### config.mk
export PLATFORM = sky130hd
export DESIGN_NAME = aais_div
export DESIGN_NICKNAME = d
export VERILOG_FILES = /design/src/hw/rtl/aais_pkg.sv /design/src/hw/rtl/aais_div.sv
export SDC_FILE = /design/constraint.sdc
export NUM_CORES = 1
export LEC_CHECK = 0
export CAP_MARGIN = 10
export CORE_ASPECT_RATIO = 1.5
export CORE_MARGIN = 2
export CORE_UTILIZATION = 58
export DETAILED_ROUTE_END_ITERATION = 10
export DONT_BUFFER_PORTS = 1
export PLACE_DENSITY = 0.76
export SETUP_SLACK_MARGIN = 0.4
export SLEW_MARGIN = 20
export SYNTH_ARGS = -nofsm -noshare
export SYNTH_HDL_FRONTEND = slang
export SYNTH_SLANG_ARGS = --single-unit
export TNS_END_PERCENT = 20
### constraint.sdc
create_clock -name clk -period 2.6 [get_ports clk]
set_input_delay 0.39 -clock clk [delete_from_list [all_inputs] [get_ports clk]]
set_output_delay 0.39 -clock clk [all_outputs]
set_load 0.03 [all_outputs]
### src/hw/rtl/aais_pkg.sv
`timescale 1ns / 1ps
// ----------------------------------------------------------------------------
// Area-average image shrink package
// Shared widths, codes, request and result types, overlap helper.
// ----------------------------------------------------------------------------
package aais_pkg;

	localparam int PW    = 20;  // source/destination coordinates in 1/out units
	localparam int NUMW  = 34;  // divider dividend
	localparam int DENW  = 25;  // divider divisor
	localparam int MAW   = 13;  // multiplier operand a
	localparam int MBW   = 24;  // multiplier operand b
	localparam int SUMW  = 32;  // weighted channel sums
	localparam int AREAW = 24;  // covered area
	localparam int OVW   = 12;  // one-axis overlap

	localparam logic CMD_WRITE   = 1'b0;
	localparam logic CMD_COMPUTE = 1'b1;

	localparam logic [1:0] TM_NONE = 2'd0;
	localparam logic [1:0] TM_LE   = 2'd1;
	localparam logic [1:0] TM_GE   = 2'd2;
	localparam logic [1:0] TM_KEY  = 2'd3;

	localparam logic [2:0] CFG_WIDTH  = 3'd0;
	localparam logic [2:0] CFG_HEIGHT = 3'd1;
	localparam logic [2:0] CFG_X_IN   = 3'd2;
	localparam logic [2:0] CFG_X_OUT  = 3'd3;
	localparam logic [2:0] CFG_Y_IN   = 3'd4;
	localparam logic [2:0] CFG_Y_OUT  = 3'd5;
	localparam logic [2:0] CFG_MODE   = 3'd6;
	localparam logic [2:0] CFG_KEY    = 3'd7;

	typedef enum logic [1:0] {
		STAT_OK    = 2'd0,
		STAT_RATIO = 2'd1,
		STAT_RANGE = 2'd2
	} status_t;

	typedef struct packed {
		logic       command;
		logic [6:0] pos_x;
		logic [6:0] pos_y;
		logic [7:0] in_red;
		logic [7:0] in_green;
		logic [7:0] in_blue;
		logic [7:0] in_alpha;
	} req_t;

	typedef struct packed {
		logic [7:0] out_red;
		logic [7:0] out_green;
		logic [7:0] out_blue;
		logic [7:0] out_alpha;
		status_t    status;
	} res_t;

	function automatic logic [OVW-1:0] ovl(input logic [PW-1:0] a0, input logic [PW-1:0] a1,
		input logic [PW-1:0] b0, input logic [PW-1:0] b1);
		logic [PW-1:0] lo;
		logic [PW-1:0] hi;
		lo = (a0 > b0) ? a0 : b0;
		hi = (a1 < b1) ? a1 : b1;
		ovl = (hi > lo) ? OVW'(hi - lo) : '0;
	endfunction

endpackage

### src/hw/rtl/aais_div.sv
`timescale 1ns / 1ps
// ----------------------------------------------------------------------------
// Restoring divider
// One quotient bit per cycle; done pulses once the quotient is complete.
// ----------------------------------------------------------------------------
module aais_div (
	input  logic                      clk,
	input  logic                      arst_n,
	input  logic                      start,
	input  logic [aais_pkg::NUMW-1:0] num,
	input  logic [aais_pkg::DENW-1:0] den,
	output logic                      done,
	output logic [aais_pkg::NUMW-1:0] quot
);

	localparam int CW = $clog2(aais_pkg::NUMW);

	logic [aais_pkg::NUMW-1:0] q_q;
	logic [aais_pkg::DENW-1:0] rem_q;
	logic [aais_pkg::DENW-1:0] den_q;
	logic [CW-1:0]             cnt_q;
	logic                      run_q;
	logic                      done_q;
	logic [aais_pkg::DENW:0]   shl;
	logic [aais_pkg::DENW:0]   diff;
	logic                      ge;

	assign shl  = {rem_q, q_q[aais_pkg::NUMW-1]};
	assign diff = shl - {1'b0, den_q};
	assign ge   = shl >= {1'b0, den_q};

	always_ff @(posedge clk or negedge arst_n) begin
		if (!arst_n) begin
			run_q  <= 1'b0;
			cnt_q  <= '0;
			done_q <= 1'b0;
		end else begin
			done_q <= 1'b0;
			if (start) begin
				run_q <= 1'b1;
				cnt_q <= '0;
			end else if (run_q) begin
				if (cnt_q == CW'(aais_pkg::NUMW - 1)) begin
					run_q  <= 1'b0;
					done_q <= 1'b1;
				end
				cnt_q <= cnt_q + 1'b1;
			end
		end
	end

	always_ff @(posedge clk) begin
		if (start) begin
			q_q   <= num;
			rem_q <= '0;
			den_q <= den;
		end else if (run_q) begin
			rem_q <= ge ? diff[aais_pkg::DENW-1:0] : shl[aais_pkg::DENW-1:0];
			q_q   <= {q_q[aais_pkg::NUMW-2:0], ge};
		end
	end

	assign done = done_q;
	assign quot = q_q;

endmodule
## After elaboration in Yosys (flattened, before gate mapping)

Cells that the tools add are included.

| word-level totals | value |
|---|---|
| register bits after elaboration | 92 |
| bits of input ports | 62 |
| output and inout bits | 35 |
| word-level logic and storage cells | 22 |

| operators by class | value |
|---|---|
| add/subtract/negate cells | 2 |
| $lt $le $gt $ge | 1 |
| eq/ne operators | 1 |
| mux-type cells | 11 |
| reductions and logical operators | 1 |

Operators by type and width:

| operator | number |
|---|---|
| 34-bit 2-to-1 mux | 2 |
| 26-bit by 25-bit greater-or-equal comparator with 1-bit output | 1 |
| 25-bit 2-to-1 mux | 1 |
| 25-bit subtractor | 1 |
| 6-bit 2-to-1 mux | 2 |
| 6-bit by 1-bit adder with 6-bit output (second input constant) | 1 |
| 6-bit == test (second input constant) | 1 |
| 1-bit 2-to-1 mux | 6 |
| 2-bit nonzero test | 1 |

## Logic depth before layout (Yosys ltp)

Gate-level depths: netlist of run 1.

| depth | value |
|---|---|
| depth in word-level cells | 4 |
| gate-level depth with buffers | 13 |
| mapped depth without buffers | 12 |

## Least setup slack after synthesis of run 1

OpenSTA, ideal clock, no wires.

| path | value |
|---|---|
| kind | reg2reg |
| start point | reg q_q, in the netlist quot[33] |
| end point | reg q_q, in the netlist quot[0], data pin |
| library setup time | 271 ps |
| arrival | 2554 ps |
| path slack | -225 ps |
| stages on the path, launching flop included | 13 |
| cell sequence | edfxtp_1 inv_1 ha_1 inv_1 fa_1 a211oi_2 o21ai_1 a311oi_1 nor2_1 a21oi_2 buf_4 buf_4 mux2i_1 |

| on the way | value |
|---|---|
| longest elaborated chain between the ends | 3 |

RTL lines:

| what | line | RTL |
|---|---|---|
| start, declared | aais_div.sv:18 | `logic [aais_pkg::NUMW-1:0] q_q;` |
| start signal, assigned | aais_div.sv:54 | `q_q <= num;` |
| start signal, assigned | aais_div.sv:59 | `q_q <= {q_q[aais_pkg::NUMW-2:0], ge};` |
| 26-bit by 25-bit greater-or-equal comparator with 1-bit output | aais_div.sv:30 | `assign ge = shl >= {1'b0, den_q};` |
| 34-bit 2-to-1 mux | aais_div.sv:57 | `end else if (run_q) begin` |
| 34-bit 2-to-1 mux | aais_div.sv:53 | `if (start) begin` |

Every way passes these cells. The select of a mux whose other input is x is not followed.
A chain may end at the register's enable or synchronous reset.

## Worst setup path after layout of run 1

| path | value |
|---|---|
| start point | reg q_q, in the netlist quot[33] |
| end point | reg rem_q[10] in the netlist's numbering |

| on the way | value |
|---|---|
| longest elaborated chain between the ends | 2 |
| elaborated cells between the ends (all ways) | 3 |

RTL lines:

| what | line | RTL |
|---|---|---|
| 25-bit subtractor / 26-bit by 25-bit greater-or-equal comparator with 1-bit output (equally long branches) | aais_div.sv:29, aais_div.sv:30 |  |
| 25-bit 2-to-1 mux * | aais_div.sv:58 | `rem_q <= ge ? diff[aais_pkg::DENW-1:0] : shl[aais_pkg::DENW-1:0];` |
| end signal, assigned | aais_div.sv:58 |  |
| end, declared | aais_div.sv:19 | `logic [aais_pkg::DENW-1:0] rem_q;` |

Mark *: on every way between the ends. The rest lies on a longest branch, timed or not.

==> results.txt, run 1 <==
CTS clk-pin slew, worst paths: 0.07 ns
Max FO, Critical Path: 6
DIE AREA: 9550 um2
Reg2reg path depth: 13
Yosys reg bits: 92
CTS tree: done
P_leak: 0.00239 uW
Reg-to-Reg End: rem_q[10]$_SDFFE_PP0P_
Placed Area: 5220 um2
GPL Wtd Cong: 0.916
DR DRC count: 0
WHS Endpoint: cnt_q[5]$_DFFE_PN0P_
Clock Skews: 0.00858 ns
Power per cell area: 636 nW/um2
Clock buffer depth: 2
Worst vdd ir: 0.514 mV
Cts bufs inserted: 9
Arr. time, crit path: 2.85 ns
RSZ-0062 raised after global routing: yes
Sw Pwr: 982 uW
Worst R2R Start: quot[33]$_DFFE_PP_
Register area share after synthesis: 0.486
Starting density of the core: 0.601
Most used flip-flop cell after synthesis: edfxtp_1
Vias in the first global route: 3939
Tightest Pin Transition: 0.588 ns
Root Buffer: clkbuf_16
Failing checks: negative setup slack
Startpoint types: register
Area Growth Syn to Fin: 12.3%
Die X: 80.5 um
Site row count: 41
DRT Wirelength: 11300 um
H-tree Lvls: 3
DR vias: 3686
Final Cycle Share: 1.01
Final Power: 3640 uW
Synthesized area: 5090 um2
Clk pwr share: 0.356
Gr usage total: 0.243
Drt wl/cell: 18.7 um
Max-slew headroom: 0.607
Proportion of layout cells with a drive suffix above 1: 0.204
Filler Cells Inserted: 665
Reg2reg setup slack: -0.03 ns
Post-Syn Area per Cell: 10.6 um2
Synth async-reset ratio: 0.0870
Min Tclk post-route: 2.63 ns
HPWL after DPL: 7390 um
Maxcap violations: 0
Final std cells w/o fill: 601
Hold_sp: start
PortBufs: 0
Setup violations, final: 12
Final hold slack: 0.108 ns
Fin. Hold Viols: 0
Final net count: 579
Vias per inst: 6.13
Setup TNS: -0.241 ns
EDFF count, synth: 59
First-pass GRT wire length: 17800 um
Status: complete, but fails checks
Part of the power in registers: 0.509
Most frequent cell after synthesis: edfxtp_1
# clock sinks: 92
Min-Delay Path Class: in2reg
Finished Cell Area: 5720 um2
Fmax: 380 MHz
ANT nets after route: 0
Initial DRC Count: 224
Clk Latency, worst-skew pair: 0.35 ns
Crit Path Class: reg2reg
Drt first pass iters: 5
Die H: 119 um
Yosys top cell by area: edfxtp_1
Synth area leaders: edfxtp_1, dfxtp_1, mux2_2
Comb pwr share: 0.135
Top-Level Pins: 97
Ys Warns: 0
Final setup margin: -0.0332 ns
Switching share of power: 0.270
P_int: 2650 uW
Final Max Tran Viols: 0
Diodes inserted: 0
Post-synth top area share: 0.348
Worst Path Required: 2.82 ns
Total gr overflow: 0
Mapped Nets: 570
Commonest cells in the netlist: edfxtp_1, nor2_1, inv_1
Largest net degree at the start of global routing: 80
Initial antenna violation count: 0
Core Area: 8460 um2
Worst hold path cell count: 1
Placed Instances: 575
Library cells used by synthesis: 50
Mapped Cells: 480
Setup crit end kind: register
## layout by cell type, fill, tap and decap left out, types with 8 or more instances in the layout
cell	Yosys	final
buf_4	4	17
xor2_1	12	12
a211oi_1	12	12
xnor2_1	12	12
mux2_2	33	33
o21ai_1	4	11
dfxtp_1	25	25
dfrtp_1	8	8
inv_1	36	34
ha_1	27	26
nand2_1	30	30
a21oi_1	32	27
nand4_1	12	12
clkbuf_16	0	9
o21ai_0	31	21
nor2_1	40	37
mux2i_1	9	9
edfxtp_1	59	59
## worst max-delay path, cell delays in order (launching register included)
cell	delay, ns
edfxtp_1	0.41
inv_2	0.08
ha_4	0.13
inv_2	0.04
fa_2	0.38
a211oi_4	0.27
o21ai_2	0.10
a311oi_2	0.27
nor2_2	0.08
a21oi_2	0.14
buf_6	0.18
buf_8	0.15
mux2i_1	0.19
a211oi_1	0.08
## worst max-delay path by stage
stage                     slack, ns          startpoint  depth (start not counted)                      to
after floorplan               -0.06  quot[33]$_DFFE_PP_                         12       quot[0]$_DFFE_PP_
after global placement         0.03  den_q[1]$_DFFE_PP_                          9  rem_q[21]$_SDFFE_PP0P_
after detailed placement      -0.04  quot[33]$_DFFE_PP_                         12  rem_q[18]$_SDFFE_PP0P_
after CTS                     -0.04  quot[33]$_DFFE_PP_                         13  rem_q[10]$_SDFFE_PP0P_
after global routing          -0.18  quot[33]$_DFFE_PP_                         13   rem_q[7]$_SDFFE_PP0P_
final                         -0.03  quot[33]$_DFFE_PP_                         13  rem_q[10]$_SDFFE_PP0P_
## area by class of cell
type                    count  area, um2  area share
clock buffers              10        229      0.0401
clock inverters             6       61.3      0.0107
inverters                  36        135      0.0236
multi-input cells         326       2450       0.429
flip-flops and latches     92       2470       0.433
well taps                 107        134      0.0234
repair buffers             24        233      0.0407
## power groups by stage
stage / logic (uW) / registers (uW) / clock network (uW)
floorplan: 356 / 1860 / 0
global placement: 417 / 1880 / 0
detailed placement: 427 / 1880 / 0
CTS: 471 / 1850 / 1300
global route: 535 / 1860 / 1370
finish: 491 / 1850 / 1290
## what timing repair did
item	CTS	global route
pin swaps	12	7
cloned	4	0
endpoints found under the hold margin	8	0
endpoints found under the setup margin	26	26
hold buffers	1	0
resized for setup	28	11
buffers inserted	4	1
## layer usage
layer	track usage	vias to the layer above	part of all wire
met5	0	-	0
met4	0.114	0	0.024
met3	0.0901	27	0.075
met2	0.428	165	0.54
met1	0.247	1730	0.36
li1	-	1764	-
## per-stage QoR
step / util / setup WS (ns)
after detailed placement: 0.617 / -0.0427
after global routing: 0.675 / -0.175
after CTS: 0.670 / -0.0438
final: 0.675 / -0.0332
after global placement: 0.617 / 0.0333
after floorplan: - / -0.0642
## logic make-up (layout without fill, tap and decap cells)
| family | count (synthesis) | in the layout | share of synthesized area |
|---|---|---|---|
| AOI/OAI and AO/OA | 119 | 119 | 0.155 |
| and+or+nand+nor | 113 | 113 | 0.105 |
| adders and majority gates | 28 | 28 | 0.0703 |
| muxes | 42 | 42 | 0.0908 |
| xor gates and xnor gates | 24 | 24 | 0.0413 |
| buffers and inverters | 62 | 76 | 0.0512 |
| DFF | 92 | 92 | 0.486 |
## registers in the layout, indices dropped and copies added (netlist names)
| name | count |
|---|---|
| rem_q | 25 |
| cnt_q | 6 |
| den_q | 25 |
| run_q | 1 |
| done | 1 |
| quot | 34 |
Power figures use the tool's default switching activity.
==> run 2, diff against run 1 <==
--- a/config.mk
+++ b/config.mk
@@ -5,14 +5,14 @@
 export SDC_FILE = /design/constraint.sdc
 export NUM_CORES = 1
 export LEC_CHECK = 0
-export CAP_MARGIN = 10
+export CAP_MARGIN = 20
 export CORE_ASPECT_RATIO = 1.5
 export CORE_MARGIN = 2
 export CORE_UTILIZATION = 58
 export DETAILED_ROUTE_END_ITERATION = 10
 export DONT_BUFFER_PORTS = 1
 export PLACE_DENSITY = 0.76
-export SETUP_SLACK_MARGIN = 0.4
+export RECOVER_POWER = 25
 export SLEW_MARGIN = 20
 export SYNTH_ARGS = -nofsm -noshare
 export SYNTH_HDL_FRONTEND = slang
==> results.txt, run 2 (synthesized netlist as in run 1, its figures left out) <==
Max FO, Critical Path: 3
Worst hold path cell count: 1
Fin. Hold Viols: 0
Clock Skews: 0.00976 ns
Worst Path Required: 2.82 ns
Initial antenna violation count: 0
Total gr overflow: 0
Min-Delay Path Class: in2reg
Setup Slack @ Placement: -0.0292 ns
Final hold slack: 0.105 ns
P_leak: 0.00239 uW
CTS tree: done
Die H: 119 um
DIE AREA: 9550 um2
Setup crit end kind: register
GPL Wtd Cong: 0.892
Maxcap violations: 0
Final Max Tran Viols: 0
CTS clk-pin slew, worst paths: 0.07 ns
Max reg flops: 34
Vias per inst: 6.19
Power per cell area: 646 nW/um2
Top-Level Pins: 97
Worst vdd ir: 0.521 mV
Final net count: 581
Tightest Pin Transition: 0.620 ns
Die X: 80.5 um
Vias in the first global route: 3847
Gr usage total: 0.250
Final Cycle Share: 1.03
Core Area: 8460 um2
Diodes inserted: 0
Arr. time, crit path: 2.89 ns
Initial DRC Count: 250
Clk Latency, worst-skew pair: 0.35 ns
Failing checks: negative setup slack
Drt first pass iters: 5
Drt wl/cell: 18.9 um
Area Growth Syn to Fin: 12.4%
Final setup margin: -0.0740 ns
Max-slew headroom: 0.586
DR DRC count: 0
H-tree Lvls: 3
Min Tclk post-route: 2.67 ns
RSZ-0062 raised after global routing: yes
Starting density of the core: 0.601
Status: complete, but fails checks
Clock buffer depth: 2
# clock sinks: 92
Cts bufs inserted: 9
Setup violations, final: 14
HPWL after DPL: 8130 um
DRT Wirelength: 11400 um
PortBufs: 0
Site row count: 41
Crit Path Class: reg2reg
Largest net degree at the start of global routing: 80
Fmax: 374 MHz
Most frequent cells in the layout: edfxtp_1, nor2_1, inv_1
First-pass GRT wire length: 18400 um
DR vias: 3732
Reg2reg path depth: 12
Root Buffer: clkbuf_16
Startpoint types: register
ANT nets after route: 0
Proportion of layout cells with a drive suffix above 1: 0.202
Most common cell after layout, fill and taps aside: edfxtp_1
## run 2: cell count changes in the layout (fill, tap and decap cells not counted), sizes merged
| cell | before | now |
|---|---|---|
| buf | 23 | 25 |
| clkbuf | 10 | 9 |
| inv | 38 | 39 |
## run 2: layer usage
layer | GRT usage | wire length, um
met1 | 0.283 | 4280
met2 | 0.415 | 5960
met3 | 0.0809 | 817
met4 | 0.126 | 355
met5 | 0 | 0
## run 2: final timing paths
kind / from / endpoint / slack (ns)
worst max-delay path: quot[33]$_DFFE_PP_ / rem_q[24]$_SDFFE_PP0P_ / -0.07
worst min-delay path: start / cnt_q[3]$_DFFE_PN0P_ / 0.10
worst max register to register: quot[33]$_DFFE_PP_ / rem_q[24]$_SDFFE_PP0P_ / -0.07
worst min register to register: rem_q[9]$_SDFFE_PP0P_ / rem_q[9]$_SDFFE_PP0P_ / 0.48
max in group asynchronous: arst_n / cnt_q[2]$_DFFE_PN0P_ / 1.94
min in group asynchronous: arst_n / done$_DFF_PN0_ / 0.39
## run 2: worst max-delay path, stage by stage (launching register included)
cell      delay, ns
edfxtp_1       0.40
inv_2          0.08
ha_4           0.13
inv_2          0.04
fa_2           0.38
a211oi_4       0.28
o21ai_2        0.10
a31oi_2        0.35
o41ai_4        0.14
a221oi_2       0.31
xnor2_1        0.09
mux2i_1        0.15
o21ai_1        0.09
## run 2: final cells by class
class	count	area, um2
clock inverters	7	82.6
fillers	663	2750
repair buffers	26	236
flip-flops and latches	92	2470
clock buffers	9	225
inverters	36	135
well taps	107	134
multi-input cells	326	2430
## run 2: what timing repair did
| action | CTS | global route |
|---|---|---|
| buffers inserted | 0 | 7 |
| hold endpoints to repair | 8 | 0 |
| endpoints found under the setup margin | 12 | 26 |
| hold buffers | 1 | 0 |
| resized for setup | 2 | 22 |
| pin swaps | 1 | 13 |
## run 2: per-stage QoR
step / TNS (ns) / instance area, um2 / total power, uW / instances / util
finish: -0.486 / 5720 / 3690 / 603 / 0.675
floorplan: -0.525 / 5120 / 2220 / 480 / -
detailed placement: -0.0962 / 5250 / 2320 / 579 / 0.621
global route: -3.59 / 5720 / 3830 / 603 / 0.675
global placement: 0 / 5250 / 2310 / 579 / 0.621
CTS: -0.129 / 5580 / 3660 / 596 / 0.659
## run 2: report_power, final
part / switching [uW] / internal [uW]
sequential: 176 / 1680
clock: 592 / 762
combinational: 256 / 230
total: 1020 / 2670
==> run 3, diff against run 2 <==
--- a/config.mk
+++ b/config.mk
@@ -5,6 +5,7 @@
 export SDC_FILE = /design/constraint.sdc
 export NUM_CORES = 1
 export LEC_CHECK = 0
+export ABC_AREA = 1
 export CAP_MARGIN = 20
 export CORE_ASPECT_RATIO = 1.5
 export CORE_MARGIN = 2
==> results.txt, run 3 <==
Synth area leaders: edfxtp_1, nand2_1, inv_1
Synth async-reset ratio: 0.0870
Maxcap violations: 0
Starting density of the core: 0.599
P_int: 3420 uW
Fin. Hold Viols: 0
Sw Pwr: 2440 uW
CP max-delay cell: fa_1
Die X: 85.9 um
Register area share after synthesis: 0.423
Status: finished clean
Worst vdd ir: 0.461 mV
Synthesized area: 5840 um2
Vias in the first global route: 5109
Ys Warns: 0
Post-Syn Area per Cell: 7.05 um2
Max reg flops: 34
Max FO, Critical Path: 26
Worst Path Required: 2.70 ns
Mapped Cells: 828
CTS clk-pin slew, worst paths: 0.07 ns
PortBufs: 0
Yosys top cell by area: edfxtp_1
Core Area: 9740 um2
Post-synth top area share: 0.303
Root Buffer: clkbuf_16
Fmax: 433 MHz
Mapped Nets: 918
Switching share of power: 0.416
Simple-gate area share of the yosys netlist: 0.363
Startpoint types: register
Finished Cell Area: 6260 um2
Initial antenna violation count: 0
Clk Latency, worst-skew pair: 0.34 ns
Min Tclk post-route: 2.31 ns
HPWL after DPL: 10000 um
Setup Slack @ Placement: 0.304 ns
Combinational family with the most area after synthesis: simple AND/OR/NAND/NOR gates
# clock sinks: 92
Commonest cells in the netlist: nand2_1, inv_1, edfxtp_1
First-pass GRT wire length: 22700 um
Sequential cell area: 2470 um2
Power per cell area: 936 nW/um2
Post-synthesis adder-cell area fraction: 0.0613
Library cells used by synthesis: 31
DIE AREA: 10900 um2
Setup crit end kind: register
Site row count: 44
Gr usage total: 0.264
Clock Skews: 0.00816 ns
ANT nets after route: 0
Die H: 127 um
DR DRC count: 0
CP cell instances: inv_1, ha_1, inv_1, fa_1, nand3_1, nand3_1, nand2_2, nand3_4, nand2_1, nand2_1
Min-Delay Path Class: in2reg
Most frequent cells in the layout: nand2_1, inv_1, edfxtp_1
Filler Cells Inserted: 862
Arr. time, crit path: 2.41 ns
Final hold slack: 0.135 ns
DR vias: 5079
Multi-input gate area: 2700 um2
Drt wl/cell: 14.4 um
Tightest Pin Transition: 0.445 ns
RSZ-0062 raised after global routing: no
Most used flip-flop cell after synthesis: edfxtp_1
Final setup margin: 0.291 ns
Cts bufs inserted: 9
Most common cell after layout, fill and taps aside: nand2_1
Proportion of layout cells with a drive suffix above 1: 0.0492
Max-slew headroom: 0.703
Final net count: 919
Clk pwr share: 0.227
CTS tree: done
H-tree Lvls: 3
Crit Path Class: reg2reg
Setup TNS: 0 ns
Largest net degree at the start of global routing: 64
P_leak: 0.00335 uW
Yosys reg bits: 92
Most frequent cell after synthesis: nand2_1
Initial DRC Count: 271
Drt first pass iters: 5
Mux cell area share after synthesis: 0
Part of the power in registers: 0.360
Area Growth Syn to Fin: 7.22%
Final Power: 5860 uW
Total gr overflow: 0
Final Max Tran Viols: 0
Vias per inst: 5.35
Synth Area in XOR/XNOR: 0.0165
Setup violations, final: 0
Top-Level Pins: 97
Comb pwr share: 0.413
DRT Wirelength: 13600 um
Placed Area: 5950 um2
Clock buffer depth: 2
Diodes inserted: 0
Final Cycle Share: 0.888
GPL Wtd Cong: 0.918
Slowest stage delay, CP: 0.43 ns
Compound-Gate Fraction of Synth Area: 0.0214
EDFF count, synth: 59
## run 3: changes by cell type after synthesis, moves of 16 or more
cell / previous run / this run
nand2_1: 30 / 368
a21oi_1: 32 / 16
inv_1: 36 / 145
mux2_2: 33 / 0
o21ai_0: 31 / 3
nand3_1: 4 / 45
nand4_1: 12 / 34
## run 3: layer usage
layer	global-route usage	routed length, um	vias up
li1	-	-	2570
met1	0.279	5240	2305
met2	0.465	7050	162
met3	0.0573	739	42
met4	0.164	585	0
met5	0	0	-
## run 3: power groups by stage
stage,registers [uW],clock network (uW),logic [uW]
finish,2110,1330,2420
detailed placement,2140,0,2390
global route,2140,1400,2770
global placement,2130,0,2330
CTS,2110,1350,2410
floorplan,2090,0,1910
## run 3: worst paths after layout
| check | slack (ns) | cells after the start | from | endpoint |
|---|---|---|---|---|
| setup reg to reg | 0.29 | 10 | quot[33]$_DFFE_PP_ | quot[0]$_DFFE_PP_ |
| setup / recovery | 0.29 | 10 | quot[33]$_DFFE_PP_ | quot[0]$_DFFE_PP_ |
| hold / removal | 0.14 | 0 | den[16] | den_q[16]$_DFFE_PP_ |
| hold reg to reg | 0.47 | 2 | rem_q[10]$_SDFFE_PP0P_ | rem_q[10]$_SDFFE_PP0P_ |
| max in group asynchronous | 1.95 | 1 | arst_n | cnt_q[0]$_DFFE_PN0P_ |
| min in group asynchronous | 0.39 | 1 | arst_n | done$_DFF_PN0_ |
## run 3: repair_timing
| item | in CTS | in global routing |
|---|---|---|
| hold endpoints to repair | 8 | 0 |
| hold buffers | 1 | 0 |
| resized for setup | 0 | 0 |
| setup buffers | 0 | 0 |
## run 3: final cells by class
| cell class | count | share of cell area |
|---|---|---|
| multi-input combinational | 565 | 0.431 |
| timing repair buffer | 10 | 0.0124 |
| tap | 115 | 0.0230 |
| sequential | 92 | 0.395 |
| inverter | 151 | 0.0905 |
| clock buffer | 10 | 0.0366 |
| clock inverter | 6 | 0.0112 |
## run 3: logic make-up after synthesis
group / Yosys count
xor+xnor: 11
simple gates: 504
compound gates: 22
fa+ha+maj: 28
flops: 92
buf+inv: 171
## run 3: critical path, delay by kind of cell (launching register included)
family,cells,cell delay [ns]
buffers and inverters,2,0.18
DFF,1,0.40
adders and majority gates,2,0.58
and+or+nand+nor,6,0.90
## run 3: through the flow
stage                     cells  utilization
final                       949        0.642
after global routing        949        0.642
after CTS                   949        0.642
after detailed placement    932        0.611
after global placement      932        0.611
after floorplan             828            -
